===== src/rtl/rhd_pkg.sv =====
package rhd_pkg;

	localparam int POSITION_BITS_DEF = 40;
	localparam int POS_OUT_BITS      = 40;
	localparam int SIZE_BITS         = 37;
	localparam int LEAD_BYTES        = 96;
	localparam int PREAMBLE_BYTES    = 16;
	localparam logic [SIZE_BITS-1:0] MAX_REGION_RESET = SIZE_BITS'(64 * 1024 * 1024);
	localparam logic [7:0] HDR_VERSION = 8'h01;

	typedef enum logic [2:0] {
		PH_LEAD     = 3'd0,
		PH_SIGPRE   = 3'd1,
		PH_SIGBODY  = 3'd2,
		PH_PAD      = 3'd3,
		PH_MAINPRE  = 3'd4,
		PH_MAINBODY = 3'd5,
		PH_PAYLOAD  = 3'd6,
		PH_ERROR    = 3'd7
	} phase_t;

	typedef enum logic [2:0] {
		ST_OK        = 3'd0,
		ST_BAD_LEAD  = 3'd1,
		ST_BAD_MAGIC = 3'd2,
		ST_BAD_VER   = 3'd3,
		ST_TRUNC     = 3'd4,
		ST_SIZE      = 3'd5
	} status_t;

	typedef struct packed {
		logic [7:0] data_byte;
		logic       last_byte;
	} in_item_t;

	typedef struct packed {
		logic [2:0]              region;
		logic [POS_OUT_BITS-1:0] position;
		logic [2:0]              status;
		logic                    payload_start;
	} out_item_t;

	function automatic logic [7:0] lead_magic(input logic [1:0] idx);
		logic [7:0] v;
		unique case (idx)
			2'd0: v = 8'hed;
			2'd1: v = 8'hab;
			2'd2: v = 8'hee;
			2'd3: v = 8'hdb;
			default: v = 8'h00;
		endcase
		return v;
	endfunction

	function automatic logic [7:0] hdr_magic(input logic [1:0] idx);
		logic [7:0] v;
		unique case (idx)
			2'd0: v = 8'h8e;
			2'd1: v = 8'had;
			2'd2: v = 8'he8;
			default: v = 8'h00;
		endcase
		return v;
	endfunction

endpackage


===== src/rtl/rhd_core.sv =====
module rhd_core #(
	parameter int POSITION_BITS = rhd_pkg::POSITION_BITS_DEF
) (
	input  logic                                clk,
	input  logic                                arst_n,
	input  logic                                step_en,
	input  rhd_pkg::in_item_t                   item,
	input  logic [rhd_pkg::SIZE_BITS-1:0]       max_bytes,
	output rhd_pkg::out_item_t                  res
);

	localparam int SB = rhd_pkg::SIZE_BITS;

	rhd_pkg::phase_t      phase_q, n_phase;
	rhd_pkg::status_t     err_q, n_err, err_new;
	logic [POSITION_BITS-1:0] offset_q, n_offset;
	logic [3:0]           pidx_q, n_pidx;
	logic [SB-1:0]        remain_q, n_remain;
	logic [31:0]          icount_q, n_icount;
	logic [31:0]          dlen_q, n_dlen;
	logic [SB-1:0]        body;
	logic [SB:0]          total;
	logic [2:0]           pad;
	logic [7:0]           b;
	logic                 pstart;
	logic [63:0]          pos_wide;

	always_comb begin
		b        = item.data_byte;
		n_phase  = phase_q;
		n_err    = err_q;
		err_new  = rhd_pkg::ST_OK;
		n_offset = offset_q;
		n_pidx   = pidx_q;
		n_remain = remain_q;
		n_icount = icount_q;
		n_dlen   = dlen_q;
		pstart   = 1'b0;
		// pad to 8-byte alignment after this byte: (8 - ((pos + 1) & 7)) & 7
		pad      = ~offset_q[2:0];
		body     = '0;
		total    = '0;

		unique case (phase_q)
			rhd_pkg::PH_LEAD: begin
				if (offset_q < POSITION_BITS'(4) && b != rhd_pkg::lead_magic(offset_q[1:0]))
					err_new = rhd_pkg::ST_BAD_LEAD;
				else if (offset_q >= POSITION_BITS'(rhd_pkg::LEAD_BYTES - 1)) begin
					n_phase = rhd_pkg::PH_SIGPRE;
					n_pidx  = '0;
				end
			end
			rhd_pkg::PH_SIGPRE, rhd_pkg::PH_MAINPRE: begin
				priority if (pidx_q < 4'd3 && b != rhd_pkg::hdr_magic(pidx_q[1:0]))
					err_new = rhd_pkg::ST_BAD_MAGIC;
				else if (pidx_q == 4'd3 && b != rhd_pkg::HDR_VERSION)
					err_new = rhd_pkg::ST_BAD_VER;
				else if (pidx_q >= 4'd8 && pidx_q <= 4'd11)
					n_icount = {icount_q[23:0], b};
				else if (pidx_q >= 4'd12)
					n_dlen = {dlen_q[23:0], b};
				else
					n_dlen = dlen_q;
				body  = {1'b0, n_icount, 4'b0000} + {5'b00000, n_dlen};
				total = {1'b0, body} + (SB+1)'(rhd_pkg::PREAMBLE_BYTES);
				if (err_new == rhd_pkg::ST_OK) begin
					if (pidx_q == 4'd15) begin
						if (total > {1'b0, max_bytes})
							err_new = rhd_pkg::ST_SIZE;
						else begin
							n_phase  = rhd_pkg::phase_t'(phase_q + 3'd1);
							n_remain = body;
							// empty body: jump straight past it
							if (body == '0) begin
								if (phase_q == rhd_pkg::PH_SIGPRE) begin
									if (pad != 3'd0) begin
										n_phase  = rhd_pkg::PH_PAD;
										n_remain = SB'(pad);
									end else begin
										n_phase = rhd_pkg::PH_MAINPRE;
										n_pidx  = '0;
									end
								end else begin
									n_phase = rhd_pkg::PH_PAYLOAD;
									n_pidx  = '0;
								end
							end
						end
					end else begin
						n_pidx = pidx_q + 4'd1;
					end
				end
			end
			rhd_pkg::PH_SIGBODY, rhd_pkg::PH_MAINBODY: begin
				if (remain_q != '0)
					n_remain = remain_q - SB'(1);
				if (n_remain == '0) begin
					if (phase_q == rhd_pkg::PH_SIGBODY) begin
						if (pad != 3'd0) begin
							n_phase  = rhd_pkg::PH_PAD;
							n_remain = SB'(pad);
						end else begin
							n_phase = rhd_pkg::PH_MAINPRE;
							n_pidx  = '0;
						end
					end else begin
						n_phase = rhd_pkg::PH_PAYLOAD;
						n_pidx  = '0;
					end
				end
			end
			rhd_pkg::PH_PAD: begin
				if (remain_q != '0)
					n_remain = remain_q - SB'(1);
				if (n_remain == '0) begin
					n_phase = rhd_pkg::PH_MAINPRE;
					n_pidx  = '0;
				end
			end
			rhd_pkg::PH_PAYLOAD: begin
				// preamble index doubles as the "first payload byte seen" mark
				if (pidx_q == 4'd0) begin
					pstart = 1'b1;
					n_pidx = 4'd1;
				end
			end
			rhd_pkg::PH_ERROR: begin
			end
			default: begin
			end
		endcase

		if (err_new != rhd_pkg::ST_OK && err_q == rhd_pkg::ST_OK) begin
			n_err   = err_new;
			n_phase = rhd_pkg::PH_ERROR;
		end
		if (item.last_byte && n_err == rhd_pkg::ST_OK && n_phase < rhd_pkg::PH_PAYLOAD) begin
			n_err   = rhd_pkg::ST_TRUNC;
			n_phase = rhd_pkg::PH_ERROR;
		end

		pos_wide          = 64'(offset_q);
		res.region        = (n_err != rhd_pkg::ST_OK) ? 3'(rhd_pkg::PH_ERROR) : 3'(phase_q);
		res.position      = pos_wide[rhd_pkg::POS_OUT_BITS-1:0];
		res.status        = 3'(n_err);
		res.payload_start = (n_err == rhd_pkg::ST_OK) ? pstart : 1'b0;

		if (offset_q != '1)
			n_offset = offset_q + POSITION_BITS'(1);

		// end of file: start over for the next one
		if (item.last_byte) begin
			n_phase  = rhd_pkg::PH_LEAD;
			n_err    = rhd_pkg::ST_OK;
			n_offset = '0;
			n_pidx   = '0;
			n_remain = '0;
			n_icount = '0;
			n_dlen   = '0;
		end
	end

	always_ff @(posedge clk or negedge arst_n) begin
		if (!arst_n) begin
			phase_q  <= rhd_pkg::PH_LEAD;
			err_q    <= rhd_pkg::ST_OK;
			offset_q <= '0;
			pidx_q   <= '0;
			remain_q <= '0;
			icount_q <= '0;
			dlen_q   <= '0;
		end else if (step_en) begin
			phase_q  <= n_phase;
			err_q    <= n_err;
			offset_q <= n_offset;
			pidx_q   <= n_pidx;
			remain_q <= n_remain;
			icount_q <= n_icount;
			dlen_q   <= n_dlen;
		end
	end

endmodule


===== src/rtl/rpm_header_region_deframer_top.sv =====
// channel | direction | handshake             | payload
// in      | input     | in_valid / in_ready   | in_data (data_byte, last_byte)
// out     | output    | out_valid / out_ready | out_data (region, position, status,
//         |           |                       |           payload_start)
// cfg     | input     | cfg_wen, no wait      | cfg_wdata (max_region_bytes)
//
// one byte per clock sustained while out is not stalled; an accepted byte reaches out
// through the input register, then the region/status logic into the result register
// arst_n clears parser state and sets max_region_bytes to 64 MiB
// a stalled out holds its result while the input register still takes one more byte;
// in_ready drops only when both registers are full and out is stalled
module rpm_header_region_deframer_top #(
	parameter int POSITION_BITS = rhd_pkg::POSITION_BITS_DEF
) (
	input  logic                          clk,
	input  logic                          arst_n,
	input  logic                          in_valid,
	output logic                          in_ready,
	input  rhd_pkg::in_item_t             in_data,
	output logic                          out_valid,
	input  logic                          out_ready,
	output rhd_pkg::out_item_t            out_data,
	input  logic                          cfg_wen,
	input  logic [rhd_pkg::SIZE_BITS-1:0] cfg_wdata
);

	logic                          valid_s1, valid_s2, step_en;
	rhd_pkg::in_item_t             item_s1;
	rhd_pkg::out_item_t            res, res_s2;
	logic [rhd_pkg::SIZE_BITS-1:0] max_q;

	assign step_en   = valid_s1 && (!valid_s2 || out_ready);
	assign in_ready  = !valid_s1 || step_en;
	assign out_valid = valid_s2;
	assign out_data  = res_s2;

	always_ff @(posedge clk or negedge arst_n) begin
		if (!arst_n) begin
			max_q <= rhd_pkg::MAX_REGION_RESET;
		end else if (cfg_wen) begin
			max_q <= cfg_wdata;
		end
	end

	always_ff @(posedge clk or negedge arst_n) begin
		if (!arst_n) begin
			valid_s1 <= 1'b0;
			valid_s2 <= 1'b0;
		end else begin
			if (in_valid && in_ready)
				valid_s1 <= 1'b1;
			else if (step_en)
				valid_s1 <= 1'b0;
			if (step_en)
				valid_s2 <= 1'b1;
			else if (out_ready)
				valid_s2 <= 1'b0;
		end
	end

	always_ff @(posedge clk) begin
		if (in_valid && in_ready)
			item_s1 <= in_data;
		if (step_en)
			res_s2 <= res;
	end

	rhd_core #(
		.POSITION_BITS(POSITION_BITS)
	) u_core (
		.clk       (clk),
		.arst_n    (arst_n),
		.step_en   (step_en),
		.item      (item_s1),
		.max_bytes (max_q),
		.res       (res)
	);

endmodule


===== config.mk =====
export PLATFORM = sky130hd
export DESIGN_NAME = rpm_header_region_deframer_top
export DESIGN_NICKNAME = d
export VERILOG_FILES = /design/src/rtl/rhd_pkg.sv /design/src/rtl/rhd_core.sv /design/src/rtl/rpm_header_region_deframer_top.sv
export SDC_FILE = /design/constraint.sdc
export NUM_CORES = 1
export LEC_CHECK = 0
export BUFFER_PORTS_ARGS = -buffer_cell sky130_fd_sc_hd__buf_4
export CAP_MARGIN = 20
export CORE_MARGIN = 10
export CORE_UTILIZATION = 50
export DETAILED_ROUTE_END_ITERATION = 7
export PLACE_DENSITY_LB_ADDON = 0.2
export SYNTH_ARGS = -nofsm -noshare
export SYNTH_HDL_FRONTEND = slang
export SYNTH_SLANG_ARGS = --single-unit

===== constraint.sdc =====
create_clock -name clk -period 7.9 [get_ports clk]
set_clock_uncertainty 0.15 [all_clocks]
set_input_delay 1.185 -clock clk [delete_from_list [all_inputs] [get_ports clk]]
set_output_delay 1.185 -clock clk [all_outputs]
set_load 0.05 [all_outputs]

== Yosys cells after proc, flatten, opt, wreduce, memory -nomap -nowiden ==
Cells that the tools add are included.
W data, S select, Z words.
Word-level totals
  register bits: 246
  input port bits: 51
  output and inout port bits: 49
Cells by class
  add/subtract/negate cells: 6
  order comparisons: 8
  equality and inequality tests: 27
  mux-type cells: 78
  bitwise operators: 1
  reductions and logical operators: 41
Operators with widths (count)
  $mux W37: 13
  $mux W32: 13
  $logic_not A37 Y1: 3
  $pmux W37 S3: 1
  $mux W40: 2
  $mux W3: 22
  $mux W4: 13
  $add A40 B1 Y40 const B: 1
  $ge A40 B7 Y1 const B: 1
  $lt A40 B3 Y1 const B: 1
  $ne A40 B40 Y1 const B: 1
  $add A37 B5 Y38 const B: 1
  $gt A38 B37 Y1: 1
  $add A36 B32 Y37: 1
  $reduce_bool A37 Y1: 1
  $sub A37 B1 Y37 const B: 1
  $pmux W8 S4: 1
  $pmux W8 S3: 1
  $pmux W4 S5: 1
  $ne A3 B2 Y1 const B: 6
  $mux W8: 2
  $ne A8 B8 Y1: 2
  $logic_not A3 Y1: 5
  $pmux W3 S4: 1
  other kinds (33): 66

== Longest topological paths before layout ==
Gate-level depths: netlist of run 1.
  depth in word-level cells: 23
  depth in mapped cells: 34
  gate-level depth less buffers: 29

== By module ==
Synthesis of run 1 repeated with hierarchy kept, for this count alone.
Unflattened totals
  cell total of the unflattened synthesis: 1785
  area total of the unflattened synthesis: 16821.1 um2
Modules (own cells, without submodules)
  rhd_core: instances 1, cells each 1643, area each 13523.0 um2, seq. area each 3778.6 um2
  rpm_header_region_deframer_top: instances 1, cells each 142, area each 3298.2 um2, seq. area each 2658.8 um2

== Worst setup path after synthesis of run 1 ==
OpenSTA, ideal clock, no wires.
  path kind: reg2reg
  start point: reg u_core.pidx_q[2]
  end point: reg u_core.remain_q[22]
  library setup time: 0.090 ns
  arrival: 7.433 ns
  data required time: 7.660 ns
  setup slack: 0.227 ns
  cell stages (with the launch flop): 32
  path buffers: 3
  period minus slack after synthesis: 7.673 ns
  cell sequence: dfrtp_1 > buf_2 > nor2b_1 > buf_2 > buf_1 > mux2_2 > ha_1 > inv_1 > fa_1 > and2b_1 > o2111ai_2 > a21o_1 > a211oi_1 > nand4_1 > nor3_2 > nand3_1 > or3_1 > or3_1 > nor2_1 > xor2_1 > ha_1 > and3_1 > a221o_1 > a221oi_1 > nand2_1 > o31ai_1 > o21ai_0 > nor2_1 > o21ai_0 > nor3_1 > o31ai_1 > o221ai_1
On the way
  cells in the longest elaborated chain, start to end: 15
  elaborated cells between the ends (all ways): 38
  those cells by class: add/sub (2); order compare (5); eq/ne (5); mux (20); reduce/logical (6)
Ends and longest elaborated chain
  start: declaration: RTL line rhd_core.sv:17  | logic [3:0] pidx_q, n_pidx;
  start signal: assignment: RTL line rhd_core.sv:176  | pidx_q <= n_pidx;
  parallel branches: the longest is 15 deep, another holds $add A37 B5 Y38
  end signal: assignment: RTL line rhd_core.sv:177  | remain_q <= n_remain;
  end: declaration: RTL line rhd_core.sv:18  | logic [SB-1:0] remain_q, n_remain;
Several ways; the timed one is not identified. The select of a mux whose other input is x is not followed.
A chain may end at the register's enable or synchronous reset.

==> results.py, run 1 <==
metrics = {
    "outcome": {
        "status": "finished, final reports clean",
    },
    "logic_synthesis": {
        "ys_seq_area_share_pct": 39.1,
        "synth_async_sr_flop_share_pct": 77.2,
        "syn_avg_cell_area_um2": 9.09,
        "yosys-top-cells-count": "dfrtp_1, nand2_1, o21ai_0",
        "synth_top_area_share_pct": 28.7,
        "yosys.cell_count.top_type": "dfrtp_1",
        "syn_nets": 1949,
        "yosysTopAreaCell": "dfrtp_1",
        "yosysWarnings": 0,
        "yosys-top-cells-area": "dfrtp_1, edfxtp_1, ha_1",
        "syn_inst": 1812,
        "ys_dominant_reg_cell": "dfrtp_1",
        "synth_cell_type_count": 95,
        "synth_edf_count": 56,
        "syn_area_um2": 16500,
        "ys_ff_latch": 246,
    },
    "layout": {
        "areaGrowthSynthToFinish_pct": 15.3,
        "utilization_pct": 58.4,
        "final.fill_count": 2965,
        "multi_input_area_um2": 9520,
        "stdcell_count": 2380,
        "nets": 2052,
        "regArea_um2": 6440,
        "drive_above_1_share_pct": 17.8,
    },
    "power": {
        "power_frac_clock_pct": 22.8,
        "p_per_area_nw_per_um2": 294,
        "p_seq_share_pct": 29.2,
        "p_sw_w": 0.00249,
        "p_leak_nw": 8.38,
        "peakVddDrop_uv": 267,
        "swShare_pct": 44.7,
        "internal_power_w": 0.00309,
        "pwr-share-comb_pct": 47.9,
    },
    "place": {
        "port_buffers": 99,
        "hpwl_um": 36600,
        "place_ws_ns": -0.0519,
        "place.gp.congestion": 0.982,
        "post-place-cells": 2323,
    },
    "clocking": {
        "cts_root_buf": "clkbuf_16",
        "ctsHoldBuffers": 0,
        "cts_tree": "yes",
        "clkLatencyLatePin_ns": 0.55,
        "cts_made_buffers": 28,
        "cts_buffer_depth": 3,
        "clk_pin_slew_ns": 0.06,
        "htreeDepth": 1,
        "clock_sinks": 246,
    },
    "critical_path": {
        "crit_arrival_ns": 7.64,
        "critical_path_class": "register to register",
        "cpPeakStageDelay_ns": 0.44,
        "cp_slowest_cell": "dfrtp_2",
        "crit_top_cell": "nor2_1",
        "cp-start-kind": "register",
        "end_kind": "register",
        "cp_max_fo": 8,
        "crit_required_ns": 8.05,
    },
    "detailed_routing": {
        "drc": 0,
        "dr.pass1.iters": 5,
        "postRouteAntennaNets": 0,
        "drt_iter0_markers": 1172,
        "vias_per_cell": 6.19,
        "via_count": 14700,
        "totalWireLength_um": 49000,
        "wl_per_cell_um": 20.6,
    },
    "die": {
        "initial_utilization_pct": 50.6,
        "rows": 66,
        "die-area_um2": 40600,
        "die_height_um": 202,
        "core_um2": 32500,
        "die_x_um": 202,
        "pin_count": 100,
    },
    "sta": {
        "slew_headroom_pct": 32.2,
        "worst_pin_slew_ns": 0.989,
        "fmax_ghz": 0.133,
        "finalHoldViolCount": 0,
        "setup_ws_ns": 0.401,
        "fin_crit_ns": 7.50,
        "hold_slack_ns": 0.340,
        "setup_viol": 0,
        "maxSlewViolCount": 0,
        "timing.final.crit_share_pct": 94.9,
    },
    "global_routing": {
        "grtUsageMet2_pct": 38.6,
        "grt_pass1_vias": 14400,
        "overflow": 0,
        "track_usage_pct": 23.4,
        "grt_util_met3_pct": 3.52,
        "grt_max_degree": 112,
        "grt_pass1_wl_um": 78600,
        "antenna_found_initial": 1,
        "grtUsageMet1_pct": 31.2,
        "grt.busiest_layer": "met2",
    },
    "hold_path": {
        "min_path_type": "register to register",
    },
    "run": {
        "cap_violations": 0,
    },
}
-- sequential cells by signal, summed over array words and instances, names as in the netlist, 4 cells and up --
name,cells
out_data,47
u_core.icount_q,32
u_core.remain_q,37
max_q,37
u_core.pidx_q,4
u_core.dlen_q,32
item_s1,9
u_core.offset_q,40
-- critical path: cells and delay by family, from the launching register on --
kind / cells / cell delay (ns)
xor+xnor: 1 / 0.16
simple gates: 12 / 2.71
mux: 1 / 0.20
flops: 1 / 0.44
compound gates: 9 / 2.48
fa+ha+maj: 3 / 0.87
buf+inv: 2 / 0.25
-- cell families (layout without fill, tap and decap cells) --
| logic type | after synthesis | after routing | share of synthesized area, % |
|---|---|---|---|
| buffers and inverters | 170 | 295 | 4.12 |
| AO/OA/AOI/OAI | 498 | 498 | 20.7 |
| flip-flops | 246 | 246 | 39.1 |
| multiplexers | 78 | 78 | 5.21 |
| AND/OR/NAND/NOR | 654 | 654 | 20.1 |
| adder cells (fa/ha/maj) | 86 | 86 | 6.58 |
| other | 0 | 1 | 0 |
| XOR/XNOR | 80 | 80 | 4.25 |
-- layout make-up --
type,instances,area share [%]
antenna,1,0.0132
clock buffer,34,3.92
clock inverter,18,0.830
inverter,82,1.62
multi-input combinational,1396,50.1
sequential,246,33.9
tap,442,2.91
timing repair buffer,161,6.72
-- metal layers --
layer,part of all wire (%),vias up
li1,-,6966
met1,43,7202
met2,47,481
met3,6.8,84
met4,2.7,0
met5,0,-
-- cells in the final DEF (no fill, tap or decap), drive strengths merged, types with 7 or more instances in the layout --
cell    netlist  layout
a31oi        17      17
xor2         28      28
edfxtp       56      56
o31ai        23      23
o211ai       18      18
mux2i        16      16
o21ai       163     163
and4         11      11
nor3         71      71
a211oi       16      16
nand3        47      47
dfrtp       189     189
a22o         56      56
a21o         29      29
a221oi        7       7
clkinv        2      15
inv          80      82
and2         18      18
o21a         12      12
clkbuf       61      35
nor2        141     141
or4          20      20
nor4         37      37
nand4        44      44
a21oi        74      74
a211o         8       8
or3          30      30
nand2b       10      10
xnor2        52      52
ha           85      85
buf          27     160
and3         15      15
mux2         62      62
nand2       177     177
-- per-stage QoR --
| step | cell area (µm²) | power, W | setup TNS [ns] |
|---|---|---|---|
| 5_1_grt | 19000 | 0.00590 | -0.198 |
| 2_1_floorplan | 16500 | 0.00354 | 0 |
| 4_1_cts | 18800 | 0.00555 | 0 |
| 6_report | 19000 | 0.00558 | 0 |
| 3_5_place_dp | 17900 | 0.00426 | -0.0519 |
| 3_3_place_gp | 17900 | 0.00424 | 0 |
-- worst paths after layout --
path / start / to / slack, ns / cells after the start
max: u_core.pidx_q[3] / out_data[44] / 0.40 / 28
min: valid_s1 / out_valid / 0.34 / 1
max reg2reg: u_core.pidx_q[3] / out_data[44] / 0.40 / 28
min reg2reg: valid_s1 / out_valid / 0.34 / 1
max in group asynchronous: arst_n / max_q[31] / 5.73 / 3
min in group asynchronous: arst_n / max_q[32] / 0.57 / 1
-- power by group through the flow --
stage                     Combinational (W)  Clock (W)  Sequential, W
after global placement              0.00260          0        0.00164
final                               0.00268    0.00127        0.00163
after detailed placement            0.00262          0        0.00164
after global routing                0.00290    0.00135        0.00165
after floorplan                     0.00188          0        0.00166
after CTS                           0.00263    0.00130        0.00162
-- repair_timing --
item,CTS,global route
setup buffers,0,3
gates resized for setup,1,31
setup endpoints to repair,1,46
gates cloned,0,0
pin swaps,0,3
No activity file was read; power rests on OpenSTA's default activity.
==> inputs of run 2 (changes only) <==
--- a/config.mk
+++ b/config.mk
@@ -8,7 +8,7 @@
 export BUFFER_PORTS_ARGS = -buffer_cell sky130_fd_sc_hd__buf_4
 export CAP_MARGIN = 20
 export CORE_MARGIN = 10
-export CORE_UTILIZATION = 50
+export CORE_UTILIZATION = 45
 export DETAILED_ROUTE_END_ITERATION = 7
 export PLACE_DENSITY_LB_ADDON = 0.2
 export SYNTH_ARGS = -nofsm -noshare
==> results.py, run 2 (same netlist as run 1, synthesis figures left out) <==
metrics = {
    "run": {
        "cap_violations": 0,
    },
    "detailed_routing": {
        "vias_per_cell": 6.08,
        "drt_iter0_markers": 1215,
        "dr.pass1.iters": 5,
        "postRouteAntennaNets": 0,
        "totalWireLength_um": 49500,
        "wl_per_cell_um": 20.5,
        "drc": 0,
        "via_count": 14700,
    },
    "layout": {
        "final.fill_count": 3324,
        "final_cell_mix": "dfrtp_1, nand2_1, buf_4",
        "utilization_pct": 52.7,
        "nets": 2061,
        "largest_register_ffs": 47,
        "drive_above_1_share_pct": 17.8,
        "stdcell_count": 2414,
        "layout_commonest_cell": "dfrtp_1",
        "antennaDiodeCount": 0,
        "areaGrowthSynthToFinish_pct": 16.3,
    },
    "sta": {
        "maxSlewViolCount": 0,
        "setup_ws_ns": 0.427,
        "finalSetupTns_ns": 0,
        "timing.final.crit_share_pct": 94.6,
        "slew_headroom_pct": 39.5,
        "finalHoldViolCount": 0,
        "fin_crit_ns": 7.47,
        "hold_slack_ns": 0.346,
        "worst_pin_slew_ns": 0.901,
        "setup_viol": 0,
        "fmax_ghz": 0.134,
    },
    "die": {
        "die_x_um": 211,
        "initial_utilization_pct": 45.3,
        "rows": 70,
        "pin_count": 100,
        "core_um2": 36300,
        "die_height_um": 211,
        "die-area_um2": 44700,
    },
    "power": {
        "internal_power_w": 0.00320,
        "p_leak_nw": 8.47,
        "p_per_area_nw_per_um2": 297,
        "pwr-share-comb_pct": 47.0,
        "swShare_pct": 43.8,
        "peakVddDrop_uv": 189,
        "power_frac_clock_pct": 24.4,
        "p_sw_w": 0.00249,
        "p_seq_share_pct": 28.6,
    },
    "critical_path": {
        "cp_top_family": "compound AO/OA/AOI/OAI gates",
        "cp_slowest_cell": "o31ai_1",
        "crit_arrival_ns": 7.65,
        "cp_max_fo": 16,
        "cp-start-kind": "register",
        "critPathBufInv": 3,
        "critical_path_class": "register to register",
        "cpPeakStageDelay_ns": 0.49,
        "crit_required_ns": 8.08,
        "end_kind": "register",
        "crit_top_cell": "or3_1",
    },
    "outcome": {
        "status": "finished, final reports clean",
    },
    "clocking": {
        "ctsHoldBuffers": 0,
        "cts_made_buffers": 28,
        "htreeDepth": 1,
        "cts_root_buf": "clkbuf_16",
        "clkLatencyLatePin_ns": 0.58,
        "cts_tree": "yes",
        "clock_sinks": 246,
        "cts_buffer_depth": 3,
        "clk_pin_slew_ns": 0.06,
    },
    "global_routing": {
        "antenna_found_initial": 1,
        "grt_pass1_vias": 14000,
        "grt_pass1_wl_um": 77700,
        "track_usage_pct": 21.5,
        "overflow": 0,
        "grt_max_degree": 78,
    },
    "place": {
        "port_buffers": 99,
        "place.gp.congestion": 0.997,
        "place_ws_ns": -0.0746,
        "post-place-cells": 2358,
        "hpwl_um": 36800,
    },
    "hold_path": {
        "min_path_type": "register to register",
    },
}
==> run 2: cell types whose count changed in the layout (fill, tap and decap cells not counted), moves of 2 or more <==
cell,previous run,this run
buf_4,155,165
bufinv_16,2,6
a211oi_1,9,11
a211oi_2,6,4
clkinv_2,7,5
clkinv_4,3,1
inv_6,2,0
mux2i_1,14,12
mux2i_4,0,2
o21ai_0,141,139
o31ai_1,18,20
o31ai_2,5,3
==> run 2: final timing paths <==
kind | endpoint | cells after the start | slack (ns) | startpoint
worst max-delay path | out_data[46] | 28 | 0.43 | u_core.pidx_q[2]
worst min-delay path | out_valid | 1 | 0.35 | valid_s1
worst max register to register | out_data[46] | 28 | 0.43 | u_core.pidx_q[2]
worst min register to register | out_valid | 1 | 0.35 | valid_s1
max in group asynchronous | u_core.remain_q[7] | 2 | 5.78 | arst_n
min in group asynchronous | u_core.offset_q[17] | 1 | 0.50 | arst_n
==> run 2: stage by stage <==
| step | total power, W | cell area (µm²) |
|---|---|---|
| after floorplan | 0.00354 | 16500 |
| after global placement | 0.00424 | 18000 |
| after detailed placement | 0.00424 | 18000 |
| after CTS | 0.00565 | 19000 |
| after global routing | 0.00602 | 19200 |
| final | 0.00570 | 19200 |
==> run 2: routing by layer <==
metal / up-vias / part of all wire [%] / wire length [µm] / GRT usage (%)
met5: - / 0.026 / 13 / 0
met4: 2 / 2.6 / 1280 / 6.45
met3: 83 / 6.8 / 3360 / 4.44
met2: 425 / 47 / 23400 / 34.8
met1: 7184 / 43 / 21500 / 28.5
li1: 6985 / - / - / -
==> run 2: cell type report <==
class | instances | area [µm²] | share of cell area [%]
clock buffers | 34 | 723 | 3.77
clock inverters | 18 | 256 | 1.34
inverters | 82 | 308 | 1.61
multi-input cells | 1396 | 9530 | 49.7
flip-flops and latches | 246 | 6440 | 33.6
well taps | 468 | 586 | 3.06
repair buffers | 170 | 1320 | 6.90
==> run 2: repair_timing <==
item | in CTS | in global routing
pin swaps | 0 | 3
cloned | 0 | 1
hold endpoints to repair | 0 | 0
buffers inserted | 0 | 2
gates resized for setup | 1 | 31
setup endpoints to repair | 5 | 42
==> run 2: power groups by stage <==
stage          Sequential (W)  Clock, W  Combinational, W
3_3_place_gp          0.00164         0           0.00260
5_1_grt               0.00165   0.00147           0.00290
3_5_place_dp          0.00164         0           0.00260
2_1_floorplan         0.00166         0           0.00188
6_report              0.00163   0.00139           0.00268
4_1_cts               0.00162   0.00142           0.00261
